`config.mk`:
```
export PLATFORM = sky130hd
export DESIGN_NAME = sacl_fifo
export DESIGN_NICKNAME = d
export VERILOG_FILES = /design/src/sv/set_assoc_writeback_cache_lru_defines.svh /design/src/sv/sacl_fifo.sv
export SDC_FILE = /design/constraint.sdc
export NUM_CORES = 1
export LEC_CHECK = 0
export BUFFER_PORTS_ARGS = -buffer_cell sky130_fd_sc_hd__buf_2
export CORE_MARGIN = 2
export CORE_UTILIZATION = 52
export DETAILED_ROUTE_END_ITERATION = 10
export GPL_TIMING_DRIVEN = 1
export PLACE_DENSITY = 0.8
export SLEW_MARGIN = 20
export SYNTH_ARGS = -nofsm -noshare
export SYNTH_HDL_FRONTEND = slang
export SYNTH_SLANG_ARGS = --single-unit
```
`constraint.sdc`:
```
create_clock -name clock -period 2.2 [get_ports clock]
set_clock_uncertainty 0.1 [all_clocks]
set_input_delay 0.33 -clock clock [delete_from_list [all_inputs] [get_ports clock]]
set_output_delay 0.33 -clock clock [all_outputs]
set_load 0.05 [all_outputs]
```
`src/sv/set_assoc_writeback_cache_lru_defines.svh`:
```
// ----------------------------------------------------------------------------
// Set-associative write-back cache: assertion macros
// Concurrent assertion helpers, empty when SYNTHESIS is defined.
// ----------------------------------------------------------------------------
`ifndef SET_ASSOC_WRITEBACK_CACHE_LRU_DEFINES_SVH
`define SET_ASSOC_WRITEBACK_CACHE_LRU_DEFINES_SVH
`ifndef SYNTHESIS
`define SACL_ASSERT_IMP(lbl, clk, rst, ante, cons) \
   lbl: assert property (@(posedge clk) disable iff (rst) (ante) |-> (cons)) \
      else $error("sacl assertion failed");
`define SACL_ASSERT_NXT(lbl, clk, rst, ante, cons) \
   lbl: assert property (@(posedge clk) disable iff (rst) (ante) |=> (cons)) \
      else $error("sacl assertion failed");
`else
`define SACL_ASSERT_IMP(lbl, clk, rst, ante, cons)
`define SACL_ASSERT_NXT(lbl, clk, rst, ante, cons)
`endif
`endif

```
`src/sv/sacl_fifo.sv`:
```
// ----------------------------------------------------------------------------
// Set-associative write-back cache: small FIFO
// Register-based first-word-fall-through queue.
// ----------------------------------------------------------------------------
module sacl_fifo #(
   parameter int WIDTH = 8,
   parameter int DEPTH = 2
) (
   input  logic             clock,
   input  logic             reset,
   input  logic             push,
   input  logic [WIDTH-1:0] din,
   input  logic             pop,
   output logic [WIDTH-1:0] dout,
   output logic             full,
   output logic             empty
);
   localparam int PW = (DEPTH > 1) ? $clog2(DEPTH) : 1;

   logic [WIDTH-1:0] mem_ff [DEPTH];
   logic [PW-1:0]    wr_ptr_ff, wr_ptr_in, rd_ptr_ff, rd_ptr_in;
   logic [PW:0]      count_ff, count_in;

   assign full  = (count_ff == (PW+1)'(DEPTH));
   assign empty = (count_ff == '0);
   assign dout  = mem_ff[rd_ptr_ff];

   always_comb begin
      wr_ptr_in = wr_ptr_ff;
      rd_ptr_in = rd_ptr_ff;
      count_in  = count_ff;
      if (push) begin
         wr_ptr_in = (wr_ptr_ff == PW'(DEPTH-1)) ? '0 : wr_ptr_ff + 1'b1;
      end
      if (pop) begin
         rd_ptr_in = (rd_ptr_ff == PW'(DEPTH-1)) ? '0 : rd_ptr_ff + 1'b1;
      end
      if (push && !pop) begin
         count_in = count_ff + 1'b1;
      end else if (pop && !push) begin
         count_in = count_ff - 1'b1;
      end
   end

   always_ff @(posedge clock) begin
      if (reset) begin
         wr_ptr_ff <= '0;
         rd_ptr_ff <= '0;
         count_ff  <= '0;
      end else begin
         wr_ptr_ff <= wr_ptr_in;
         rd_ptr_ff <= rd_ptr_in;
         count_ff  <= count_in;
      end
   end

   always_ff @(posedge clock) begin
      if (push) begin
         mem_ff[wr_ptr_ff] <= din;
      end
   end
endmodule

```
==> flow_metrics.tcl <==
set metrics [dict create \
    syn2layout_area_growth_pct 18.7 \
    die_h_um 42.8 \
    dr.pass1.iters 3 \
    cp.required_ns 1.77 \
    cts_sinks 21 \
    endpoint_kind "output pin" \
    synth_top_family_by_area "multiplexers" \
    clk_latency_ns 0.30 \
    routed_via_density 5.03 \
    wl_mm 1.05 \
    critPathMaxFanout 8 \
    hold_violations 0 \
    synth-simple-area-share_pct 5.91 \
    syn_avg_cell_area_um2 16.7 \
    crit_type "flip-flop to output pin" \
    power_density_nw_per_um2 887 \
    htreeDepth 1 \
    cts_tree "built" \
    period_minus_slack_ns 1.85 \
    clock-root-buffer "clkbuf_4" \
    core_um2 1450 \
    yosysWarnings 0 \
    hold_buffers 0 \
    grt_first_pass_wirelength_mm 1.66 \
    holdCritPathClass "input port to flip-flop" \
    antenna_found_initial 0 \
    run_status "complete, no violations" \
    global_route.overflow_total 0 \
    clk_pin_slew_ns 0.10 \
    multi_input_area_um2 194 \
    slew_headroom_pct 54.2 \
    num_rows 14 \
    initial_core_util_pct 53.9 \
    antenna_cells 0 \
    crit_arrival_ns 1.42 \
    synth_mux_area_share_pct 11.5 \
    drive_gt1_share_pct 46.5 \
    io-pin-count 22 \
    leakagePower_nw 0.373 \
    clockBufferDepth 2 \
    synthesis.instances 47 \
    rsz0062_at_grt "false" \
    layout.nets 85 \
    slew_viol_final 0 \
    syn_area_um2 783 \
    grt_util_all_layers_pct 13.3 \
    detail-route-antenna-nets 0 \
    postCtsSetupBuffers 0 \
    postLayoutCoreUtil_pct 63.9 \
    synth_fa_ha_area_share_pct 1.60 \
    dp_hpwl_um 780 \
    die_w_um 42.8 \
    grt_max_degree 12 \
    ys_ff_latch 21 \
    synth_compound_gate_area_share_pct 1.28 \
    syn_nets 60 \
    cts_made_buffers 3 \
    drt_iter0_markers 8 \
    grt_pass1_vias 404 \
    crit_chain "mux2_2 > buf_2" \
    fin_crit_sh_pct 84.3 \
    maxCapViolations 0 \
    via_count 438 \
    crit_slowest_cell "dfxtp_1" \
    cts_resized 0 \
    setup_viol 0 \
    ir_drop_mv 0.595 \
    slowest_delay_ns 0.53 \
    setup_tns_ns 0 \
    io_buffers 21 \
    fmaxAchievable_mhz 539 \
    wl_per_cell_um 12.0 \
    seq_area_um2 581 \
    drc 0 \
    gp_congestion 0.628 \
    fill_cells 110 \
    worstSetupStartpointType "flip-flop" \
    yosysUniqueCellTypes 15 \
    ys_seq_area_share_pct 74.1 \
    worstMarginPinSlew_ns 0.686 \
    die_area_um2 1830 \
    synthXorXnorAreaFrac_pct 4.47 \
]
metrics by stage:
stage | std cells | cell area [um2] | power (W) | hold WS, ns | setup WS [ns]
2_1_floorplan | 47 | 783 | 0.000617 | 0.299 | 0.794
3_3_place_gp | 83 | 903 | 0.000655 | 0.381 | 0.669
3_5_place_dp | 83 | 903 | 0.000659 | 0.394 | 0.654
4_1_cts | 87 | 930 | 0.000834 | 0.106 | 0.306
5_1_grt | 87 | 930 | 0.000861 | 0.100 | 0.277
6_report | 87 | 930 | 0.000825 | 0.112 | 0.346
cell type report:
cell class	count	area share, %
Inverter	1	0.404
Timing Repair Buffer	21	11.3
Sequential cell	21	62.4
Clock buffer	4	2.83
Multi-Input combinational cell	24	20.9
Tap cell	16	2.15
path summary, 6_finish.rpt:
path	start	end	slack [ns]	cells past startpoint
worst max-delay path	flip-flop	dout[0]	0.35	2
worst min-delay path	din[6]	mem_ff[1][6]	0.11	1
worst max register to register	wr_ptr_ff	mem_ff[0][0]	0.86	1
worst min register to register	count_ff[1]	count_ff[1]	0.40	2
cell families after synthesis:
logic type,count (synthesis)
xor gates and xnor gates,4
AOI/OAI and AO/OA,2
muxes,8
DFF,21
buffers and inverters,2
adders and majority gates,1
and+or+nand+nor,9
registers in the layout, summed over array words and instances, names as in the netlist, named ones only:
name	count
count_ff	2
mem_ff	16
rd_ptr_ff	1
wr_ptr_ff	1
layout by cell type (no fill, tap or decap), drive strengths merged:
cell type / n
and2b: 1
o21ai: 1
mux2: 8
edfxtp: 16
nor2: 5
ha: 1
xor2: 2
buf: 21
dfxtp: 5
xnor2: 2
and2: 1
a21oi: 1
or3: 1
clkbuf: 4
inv: 1
nor2b: 1
synthesized netlist by cell type:
cell       n  area [um2]
a21oi_1    1        5.00
and2_1     1        6.26
and2b_2    1        8.76
buf_2      1        5.00
dfxtp_1    5         100
edfxtp_1  16         480
ha_1       1        12.5
inv_1      1        3.75
mux2_2     8        90.1
nor2_1     5        18.8
nor2b_1    1        6.26
o21ai_0    1        5.00
or3_1      1        6.26
xnor2_1    2        17.5
xor2_1     2        17.5
critical path, delay by kind of cell, from the launching register on:
kind	cells	cell delay, ns
buffers and inverters	1	0.21
muxes	1	0.38
DFF	1	0.53
where the power goes:
part           total, W  internal [W]  switching, W
registers      0.000474      0.000458     0.0000161
clock network  0.000177     0.0000707      0.000106
logic          0.000174     0.0000546      0.000119
layer usage:
layer / wire (um) / share of wire, % / track usage (%)
met2: 506 / 48 / 20.0
met1: 435 / 42 / 15.1
met4: 42 / 4.0 / 13.1
met3: 61 / 5.8 / 2.98
met5: 0 / 0 / 0
Power figures use the tool's default switching activity.
