**src/sv/set_assoc_writeback_cache_lru_defines.svh**
```systemverilog
// ----------------------------------------------------------------------------
// Set-associative write-back cache: assertion macros
// Concurrent assertion helpers, empty when SYNTHESIS is defined.
// ----------------------------------------------------------------------------
`ifndef SET_ASSOC_WRITEBACK_CACHE_LRU_DEFINES_SVH
`define SET_ASSOC_WRITEBACK_CACHE_LRU_DEFINES_SVH
`ifndef SYNTHESIS
`define SACL_ASSERT_IMP(lbl, clk, rst, ante, cons) \
   lbl: assert property (@(posedge clk) disable iff (rst) (ante) |-> (cons)) \
      else $error("sacl assertion failed");
`define SACL_ASSERT_NXT(lbl, clk, rst, ante, cons) \
   lbl: assert property (@(posedge clk) disable iff (rst) (ante) |=> (cons)) \
      else $error("sacl assertion failed");
`else
`define SACL_ASSERT_IMP(lbl, clk, rst, ante, cons)
`define SACL_ASSERT_NXT(lbl, clk, rst, ante, cons)
`endif
`endif

```
**src/sv/sacl_pkg.sv**
```systemverilog
// ----------------------------------------------------------------------------
// Set-associative write-back cache: package
// Request and result types, codes and fixed widths.
// ----------------------------------------------------------------------------
package sacl_pkg;

   localparam int REQ_DATA_BITS = 104;
   localparam int RSP_DATA_BITS = 112;
   localparam int MODE_BITS     = 2;
   localparam int KIND_BITS     = 3;

   localparam logic [MODE_BITS-1:0] MODE_READ  = 2'd0;
   localparam logic [MODE_BITS-1:0] MODE_WRITE = 2'd1;
   localparam logic [MODE_BITS-1:0] MODE_FILL  = 2'd2;

   localparam logic [1:0] ST_INV   = 2'd0;
   localparam logic [1:0] ST_CLEAN = 2'd1;
   localparam logic [1:0] ST_DIRTY = 2'd2;

   typedef enum logic [1:0] {
      CLS_READ, CLS_WRITE, CLS_FILL, CLS_BAD
   } cls_type;

   typedef enum logic [KIND_BITS-1:0] {
      KIND_READ  = 3'd0,
      KIND_WRITE = 3'd1,
      KIND_WB    = 3'd2,
      KIND_FREQ  = 3'd3,
      KIND_REJ   = 3'd4
   } kind_type;

   typedef struct packed {
      cls_type     cls;
      logic [31:0] addr;
      logic [7:0]  wbyte;
      logic [63:0] fword;
   } req_type;

   typedef struct packed {
      kind_type    kind;
      logic [7:0]  rbyte;
      logic        hit;
      logic [31:0] maddr;
      logic [63:0] mword;
      logic        last;
   } rsp_type;

endpackage

```
**src/sv/sacl_fifo.sv**
```systemverilog
// ----------------------------------------------------------------------------
// Set-associative write-back cache: small FIFO
// Register-based first-word-fall-through queue.
// ----------------------------------------------------------------------------
module sacl_fifo #(
   parameter int WIDTH = 8,
   parameter int DEPTH = 2
) (
   input  logic             clock,
   input  logic             reset,
   input  logic             push,
   input  logic [WIDTH-1:0] din,
   input  logic             pop,
   output logic [WIDTH-1:0] dout,
   output logic             full,
   output logic             empty
);
   localparam int PW = (DEPTH > 1) ? $clog2(DEPTH) : 1;

   logic [WIDTH-1:0] mem_ff [DEPTH];
   logic [PW-1:0]    wr_ptr_ff, wr_ptr_in, rd_ptr_ff, rd_ptr_in;
   logic [PW:0]      count_ff, count_in;

   assign full  = (count_ff == (PW+1)'(DEPTH));
   assign empty = (count_ff == '0);
   assign dout  = mem_ff[rd_ptr_ff];

   always_comb begin
      wr_ptr_in = wr_ptr_ff;
      rd_ptr_in = rd_ptr_ff;
      count_in  = count_ff;
      if (push) begin
         wr_ptr_in = (wr_ptr_ff == PW'(DEPTH-1)) ? '0 : wr_ptr_ff + 1'b1;
      end
      if (pop) begin
         rd_ptr_in = (rd_ptr_ff == PW'(DEPTH-1)) ? '0 : rd_ptr_ff + 1'b1;
      end
      if (push && !pop) begin
         count_in = count_ff + 1'b1;
      end else if (pop && !push) begin
         count_in = count_ff - 1'b1;
      end
   end

   always_ff @(posedge clock) begin
      if (reset) begin
         wr_ptr_ff <= '0;
         rd_ptr_ff <= '0;
         count_ff  <= '0;
      end else begin
         wr_ptr_ff <= wr_ptr_in;
         rd_ptr_ff <= rd_ptr_in;
         count_ff  <= count_in;
      end
   end

   always_ff @(posedge clock) begin
      if (push) begin
         mem_ff[wr_ptr_ff] <= din;
      end
   end
endmodule

```
**src/sv/sacl_front.sv**
```systemverilog
// ----------------------------------------------------------------------------
// Set-associative write-back cache: front end
// Accepts requests, classifies the mode and queues them for the back end.
// ----------------------------------------------------------------------------
module sacl_front #(
   parameter int ADDR_BITS = 32
) (
   input  logic                                clock,
   input  logic                                reset,
   input  logic                                req_tvalid,
   output logic                                req_tready,
   // address[31:0], write_byte[39:32], fill_word[103:40]
   input  logic [sacl_pkg::REQ_DATA_BITS-1:0] req_tdata,
   // mode
   input  logic [sacl_pkg::MODE_BITS-1:0]     req_tuser,
   output sacl_pkg::req_type                  q_head,
   output logic                                q_valid,
   input  logic                                q_pop
);
   import sacl_pkg::*;

   localparam logic [31:0] ADDR_MASK =
      (ADDR_BITS >= 32) ? '1 : 32'((64'd1 << ADDR_BITS) - 64'd1);

   req_type                item;
   logic                   full, empty, push;
   logic [$bits(req_type)-1:0] q_dout;

   always_comb begin
      item       = '0;
      item.addr  = req_tdata[31:0] & ADDR_MASK;
      item.wbyte = req_tdata[39:32];
      item.fword = req_tdata[103:40];
      unique case (req_tuser)
         MODE_READ:  item.cls = CLS_READ;
         MODE_WRITE: item.cls = CLS_WRITE;
         MODE_FILL:  item.cls = CLS_FILL;
         default:    item.cls = CLS_BAD;
      endcase
   end

   assign req_tready = !full;
   assign push       = req_tvalid && !full;
   assign q_valid    = !empty;
   assign q_head     = q_dout;

   sacl_fifo #(.WIDTH($bits(req_type)), .DEPTH(2)) u_req_q (
      .clock (clock),
      .reset (reset),
      .push  (push),
      .din   (item),
      .pop   (q_pop),
      .dout  (q_dout),
      .full  (full),
      .empty (empty)
   );
endmodule

```
**config.mk**
```make
export PLATFORM = sky130hd
export DESIGN_NAME = sacl_front
export DESIGN_NICKNAME = d
export VERILOG_FILES = /design/src/sv/set_assoc_writeback_cache_lru_defines.svh /design/src/sv/sacl_pkg.sv /design/src/sv/sacl_fifo.sv /design/src/sv/sacl_front.sv
export SDC_FILE = /design/constraint.sdc
export NUM_CORES = 1
export LEC_CHECK = 0
export BUFFER_PORTS_ARGS = -buffer_cell sky130_fd_sc_hd__buf_2
export CAP_MARGIN = 15
export CORE_ASPECT_RATIO = 0.75
export CORE_MARGIN = 4
export CORE_UTILIZATION = 34
export CTS_CLUSTER_SIZE = 25
export DETAILED_ROUTE_END_ITERATION = 7
export HOLD_SLACK_MARGIN = 0.03
export RECOVER_POWER = 25
export SYNTH_ARGS = -nofsm -noshare
export SYNTH_HDL_FRONTEND = slang
export SYNTH_SLANG_ARGS = --single-unit
```
**constraint.sdc**
```tcl
create_clock -name clock -period 4.5 [get_ports clock]
set_input_delay 0.225 -clock clock [delete_from_list [all_inputs] [get_ports clock]]
set_output_delay 0.225 -clock clock [all_outputs]
set_load 0.01 [all_outputs]
```
==> metrics.txt <==
# TYPE chip_impl_metric gauge
chip_impl_info{name="run_status",value="completed"} 1
chip_impl_metric{name="chipHeight",unit="um"} 141
chip_impl_metric{name="ios",unit=""} 218
chip_impl_metric{name="number_of_hold_violations_in_the_final_report",unit=""} 0
chip_impl_metric{name="area_post_placement",unit="mm2"} 0.00944
chip_impl_metric{name="fin_crit",unit="ps"} 2600
chip_impl_metric{name="synth-edff-count",unit=""} 212
chip_impl_metric{name="critical_path_buf_inv_count",unit=""} 2
chip_impl_metric{name="num_vias",unit=""} 4498
chip_impl_metric{name="drt-total-wl",unit="um"} 16900
chip_impl_metric{name="antenna_diode_instance_count",unit=""} 0
chip_impl_metric{name="maximum_resistive_drop_on_vdd",unit="mV"} 0.394
chip_impl_metric{name="grt_max_degree",unit=""} 84
chip_impl_metric{name="synth_seq_cells",unit=""} 217
chip_impl_metric{name="clk_pin_slew_worst_setup_hold_paths",unit="ps"} 60
chip_impl_metric{name="cp_data_arrival_time",unit="ps"} 2380
chip_impl_metric{name="layout-area-overhead-vs-synth",unit="%"} 40.3
chip_impl_metric{name="synth_compound_area_share",unit="%"} 0.311
chip_impl_metric{name="gp_routability_congestion",unit=""} 0.768
chip_impl_metric{name="timing.critical_path.slowest_cell_delay",unit="ps"} 880
chip_impl_metric{name="nNetsFinal",unit=""} 808
chip_impl_info{name="leading_post_synthesis_cells_by_cell_area",value="sky130_fd_sc_hd__edfxtp_1 79%, sky130_fd_sc_hd__mux2_2 9.2%, sky130_fd_sc_hd__mux2_4 7.5%"} 1
chip_impl_metric{name="place.detailed.hpwl",unit="um"} 10600
chip_impl_info{name="tritoncts",value="done"} 1
chip_impl_info{name="top_delay_family_on_crit_path",value="flip-flops"} 1
chip_impl_metric{name="port_buffers",unit=""} 217
chip_impl_metric{name="power_per_cell_area",unit="mW/mm2"} 457
chip_impl_metric{name="cts_buffer_count",unit=""} 22
chip_impl_metric{name="grt.total_usage",unit="%"} 12.5
chip_impl_metric{name="number_of_buffers_added_for_setup_after_cts",unit=""} 0
chip_impl_metric{name="hold_buffers",unit=""} 109
chip_impl_metric{name="design.core.area",unit="mm2"} 0.0231
chip_impl_metric{name="synth_cell_type_count",unit=""} 21
chip_impl_info{name="crit_start_category",value="register"} 1
chip_impl_info{name="critPathCaptureType",value="output pin"} 1
chip_impl_metric{name="yosys.area_share.adder",unit="%"} 0.156
chip_impl_info{name="post-synth-top-area-cell",value="sky130_fd_sc_hd__edfxtp_1"} 1
chip_impl_metric{name="syn_area",unit="mm2"} 0.00804
chip_impl_info{name="critical_path.cell_chain",value="buf_12 -> mux2_2 -> buf_2"} 1
chip_impl_metric{name="setup_tns",unit="ps"} 0
chip_impl_metric{name="yosys.area_share.xor_xnor",unit="%"} 0.327
chip_impl_metric{name="antenna_left",unit=""} 0
chip_impl_metric{name="worst_skew_pair.late_latency",unit="ps"} 490
chip_impl_metric{name="drt_iter0_drc",unit=""} 173
chip_impl_metric{name="syn-mean-instance-area",unit="um2"} 22.6
chip_impl_metric{name="cts-htree-levels",unit=""} 1
chip_impl_info{name="crit_path_max_delay_cell_type",value="sky130_fd_sc_hd__dfxtp_4"} 1
chip_impl_metric{name="power.combinational.fraction",unit="%"} 14.7
chip_impl_info{name="dominantRegCellSynth",value="sky130_fd_sc_hd__edfxtp_1"} 1
chip_impl_metric{name="clock_power_share",unit="%"} 36.4
chip_impl_metric{name="report.final.slew_viol_count",unit=""} 0
chip_impl_metric{name="initial_utilization",unit="%"} 34.8
chip_impl_metric{name="layout-drive-gt1-share",unit="%"} 43.9
chip_impl_metric{name="yosysTopAreaCellShare",unit="%"} 79.2
chip_impl_metric{name="cts.sinks",unit=""} 217
chip_impl_metric{name="wire_length_of_the_first_global_routing_pass",unit="um"} 26200
chip_impl_metric{name="finalInstanceArea",unit="mm2"} 0.0113
chip_impl_info{name="min_path_type",value="in2reg"} 1
chip_impl_metric{name="yosysWarnings",unit=""} 0
chip_impl_metric{name="report.final.setup_viol",unit=""} 0
chip_impl_metric{name="avgViaCountPerCell",unit=""} 4.44
chip_impl_info{name="crit_type",value="reg2out"} 1
chip_impl_metric{name="routed_wire_length_per_instance",unit="um"} 16.6
chip_impl_info{name="cts.root.buffer_cell",value="sky130_fd_sc_hd__clkbuf_16"} 1
chip_impl_metric{name="place_inst",unit=""} 862
chip_impl_metric{name="synth.yosys.seq_area_share",unit="%"} 80.5
chip_impl_metric{name="synth-simple-area-share",unit="%"} 0.623
chip_impl_metric{name="core.rowCount",unit=""} 48
chip_impl_info{name="setup_repair_after_global_routing_missed_its_margin",value="false"} 1
chip_impl_metric{name="cts_buffer_depth",unit=""} 3
chip_impl_metric{name="static-leakage-power",unit="nW"} 4.21
chip_impl_metric{name="finClkSkew",unit="ps"} 8.08
chip_impl_metric{name="floorplan.die.width",unit="um"} 186
chip_impl_metric{name="power_frac_seq",unit="%"} 48.9
chip_impl_metric{name="p_sw_share",unit="%"} 22.6
chip_impl_metric{name="antenna_found_initial",unit=""} 0
chip_impl_metric{name="layout_worst_path_cycle_share",unit="%"} 57.9
chip_impl_info{name="synth.cells.most_frequent",value="212 x sky130_fd_sc_hd__edfxtp_1, 66 x sky130_fd_sc_hd__mux2_2, 40 x sky130_fd_sc_hd__mux2_4, 6 x sky130_fd_sc_hd__buf_2, 6 x sky130_fd_sc_hd__buf_6"} 1
chip_impl_metric{name="mappedNetlistNets",unit=""} 467
chip_impl_metric{name="critical_path.max_fanout",unit=""} 55
chip_impl_metric{name="number_of_global_route_vias_before_repair",unit=""} 5005
chip_impl_metric{name="maxCapViolations",unit=""} 0
chip_impl_metric{name="fin_cells",unit=""} 1013
chip_impl_metric{name="grt_remaining_overflow",unit=""} 0
chip_impl_metric{name="intPower",unit="W"} 0.00399
chip_impl_metric{name="postSynthCellCount",unit=""} 356
chip_impl_metric{name="tightest_pin_transition",unit="ps"} 839
chip_impl_info{name="synth_top_family_by_area",value="multiplexers"} 1
chip_impl_metric{name="drc_errors",unit=""} 0
chip_impl_metric{name="r2r_slack",unit="ps"} 2430
chip_impl_metric{name="max_slew_margin",unit="%"} 44.1
chip_impl_metric{name="crit_required",unit="ps"} 4280
chip_impl_metric{name="dr.pass1.iters",unit=""} 4
chip_impl_metric{name="die_area",unit="mm2"} 0.0262
chip_impl_metric{name="p_total",unit="W"} 0.00515
chip_impl_metric{name="muxShareOfSynthArea",unit="%"} 16.7
chip_impl_metric{name="maxClockFrequency",unit="MHz"} 384
chip_impl_metric{name="cts_resized",unit=""} 0
chip_impl_metric{name="worst_hold_slack",unit="ps"} 111
chip_impl_info{name="synth_most_common_cell",value="sky130_fd_sc_hd__edfxtp_1"} 1
chip_impl_metric{name="net-switching-power",unit="W"} 0.00116
chip_impl_metric{name="asyncSetResetFlopFracSynth",unit="%"} 0
power groups by stage:
stage          Sequential (W)  Combinational [W]  Clock (W)
2_1_floorplan         0.00254           0.000418          0
3_3_place_gp          0.00255           0.000662          0
3_5_place_dp          0.00257           0.000678          0
4_1_cts               0.00252           0.000758    0.00194
5_1_grt               0.00254           0.000818    0.00203
6_report              0.00252           0.000756    0.00188
worst reg2reg max path, cell delays in order, from the launching register on:
cell	delay, ps
sky130_fd_sc_hd__dfxtp_1	410
sky130_fd_sc_hd__nand2b_1	240
sky130_fd_sc_hd__and3_4	610
sky130_fd_sc_hd__buf_4	460
per-layer routing:
layer	vias up	wire [um]	GRT usage (%)	share of wire (%)
met5	-	0	0	0
met3	29	1240	3.40	7.3
li1	2098	-	-	-
met1	2213	7320	16.3	43
met2	158	7920	21.0	47
met4	0	391	2.86	2.3
logic make-up (layout without fill, tap and decap cells):
logic type	count (synthesis)	after routing
simple gates	9	9
xor+xnor	3	3
buf+inv	16	373
mux	106	106
compound gates	4	4
flops	217	217
fa+ha+maj	1	1
placed cells by master (no fill, tap or decap):
master                          instances
sky130_fd_sc_hd__edfxtp_1             212
sky130_fd_sc_hd__buf_2                162
sky130_fd_sc_hd__dlygate4sd3_1        109
sky130_fd_sc_hd__mux2_2                66
sky130_fd_sc_hd__clkbuf_1              54
sky130_fd_sc_hd__mux2_4                40
sky130_fd_sc_hd__clkbuf_16             23
sky130_fd_sc_hd__clkinv_2               5
sky130_fd_sc_hd__clkinv_1               5
sky130_fd_sc_hd__bufinv_16              4
sky130_fd_sc_hd__dfxtp_1                4
sky130_fd_sc_hd__nor2_1                 3
sky130_fd_sc_hd__xor2_1                 2
sky130_fd_sc_hd__a21oi_1                2
sky130_fd_sc_hd__clkbuf_2               2
sky130_fd_sc_hd__buf_16                 2
sky130_fd_sc_hd__buf_4                  2
sky130_fd_sc_hd__nand2b_1               1
sky130_fd_sc_hd__and2_1                 1
sky130_fd_sc_hd__inv_1                  1
sky130_fd_sc_hd__or2_2                  1
sky130_fd_sc_hd__and3_4                 1
sky130_fd_sc_hd__nand3b_1               1
sky130_fd_sc_hd__inv_4                  1
sky130_fd_sc_hd__xnor2_1                1
sky130_fd_sc_hd__o21ai_0                1
sky130_fd_sc_hd__or3_1                  1
sky130_fd_sc_hd__a21bo_2                1
sky130_fd_sc_hd__ha_1                   1
sky130_fd_sc_hd__dfxtp_4                1
sky130_fd_sc_hd__clkinvlp_4             1
sky130_fd_sc_hd__buf_1                  1
sky130_fd_sc_hd__buf_12                 1
registers in the layout, indices dropped and copies added, names as in the netlist, named ones only:
signal             flops
u_req_q.count_ff       2
u_req_q.mem_ff       212
u_req_q.wr_ptr_ff      1
u_req_q.rd_ptr_ff      1
final timing paths:
| path | from | to | cells after the start |
|---|---|---|---|
| setup / recovery | register | q_head[92] | 3 |
| hold / removal | req_tvalid | u_req_q.wr_ptr_ff | 3 |
| setup reg to reg | u_req_q.count_ff[0] | u_req_q.mem_ff[1][66] | 3 |
| hold reg to reg | u_req_q.count_ff[1] | u_req_q.count_ff[1] | 2 |
layout make-up:
| type | instances | area [um2] |
|---|---|---|
| fill | 1953 | 11800 |
| multi-input combinational | 123 | 1460 |
| clock inverter | 15 | 171 |
| clock buffer | 25 | 583 |
| sequential | 217 | 6470 |
| tap | 300 | 375 |
| inverter | 2 | 10.0 |
| timing repair buffer | 331 | 2200 |
metrics by stage:
step | worst slack (ps) | util [%]
6_report | 1900 | 48.8
5_1_grt | 1750 | 48.8
4_1_cts | 1820 | 48.8
3_5_place_dp | 1960 | 40.8
3_3_place_gp | 2090 | 40.8
2_1_floorplan | 897 | -
No activity file was read; power rests on OpenSTA's default activity.
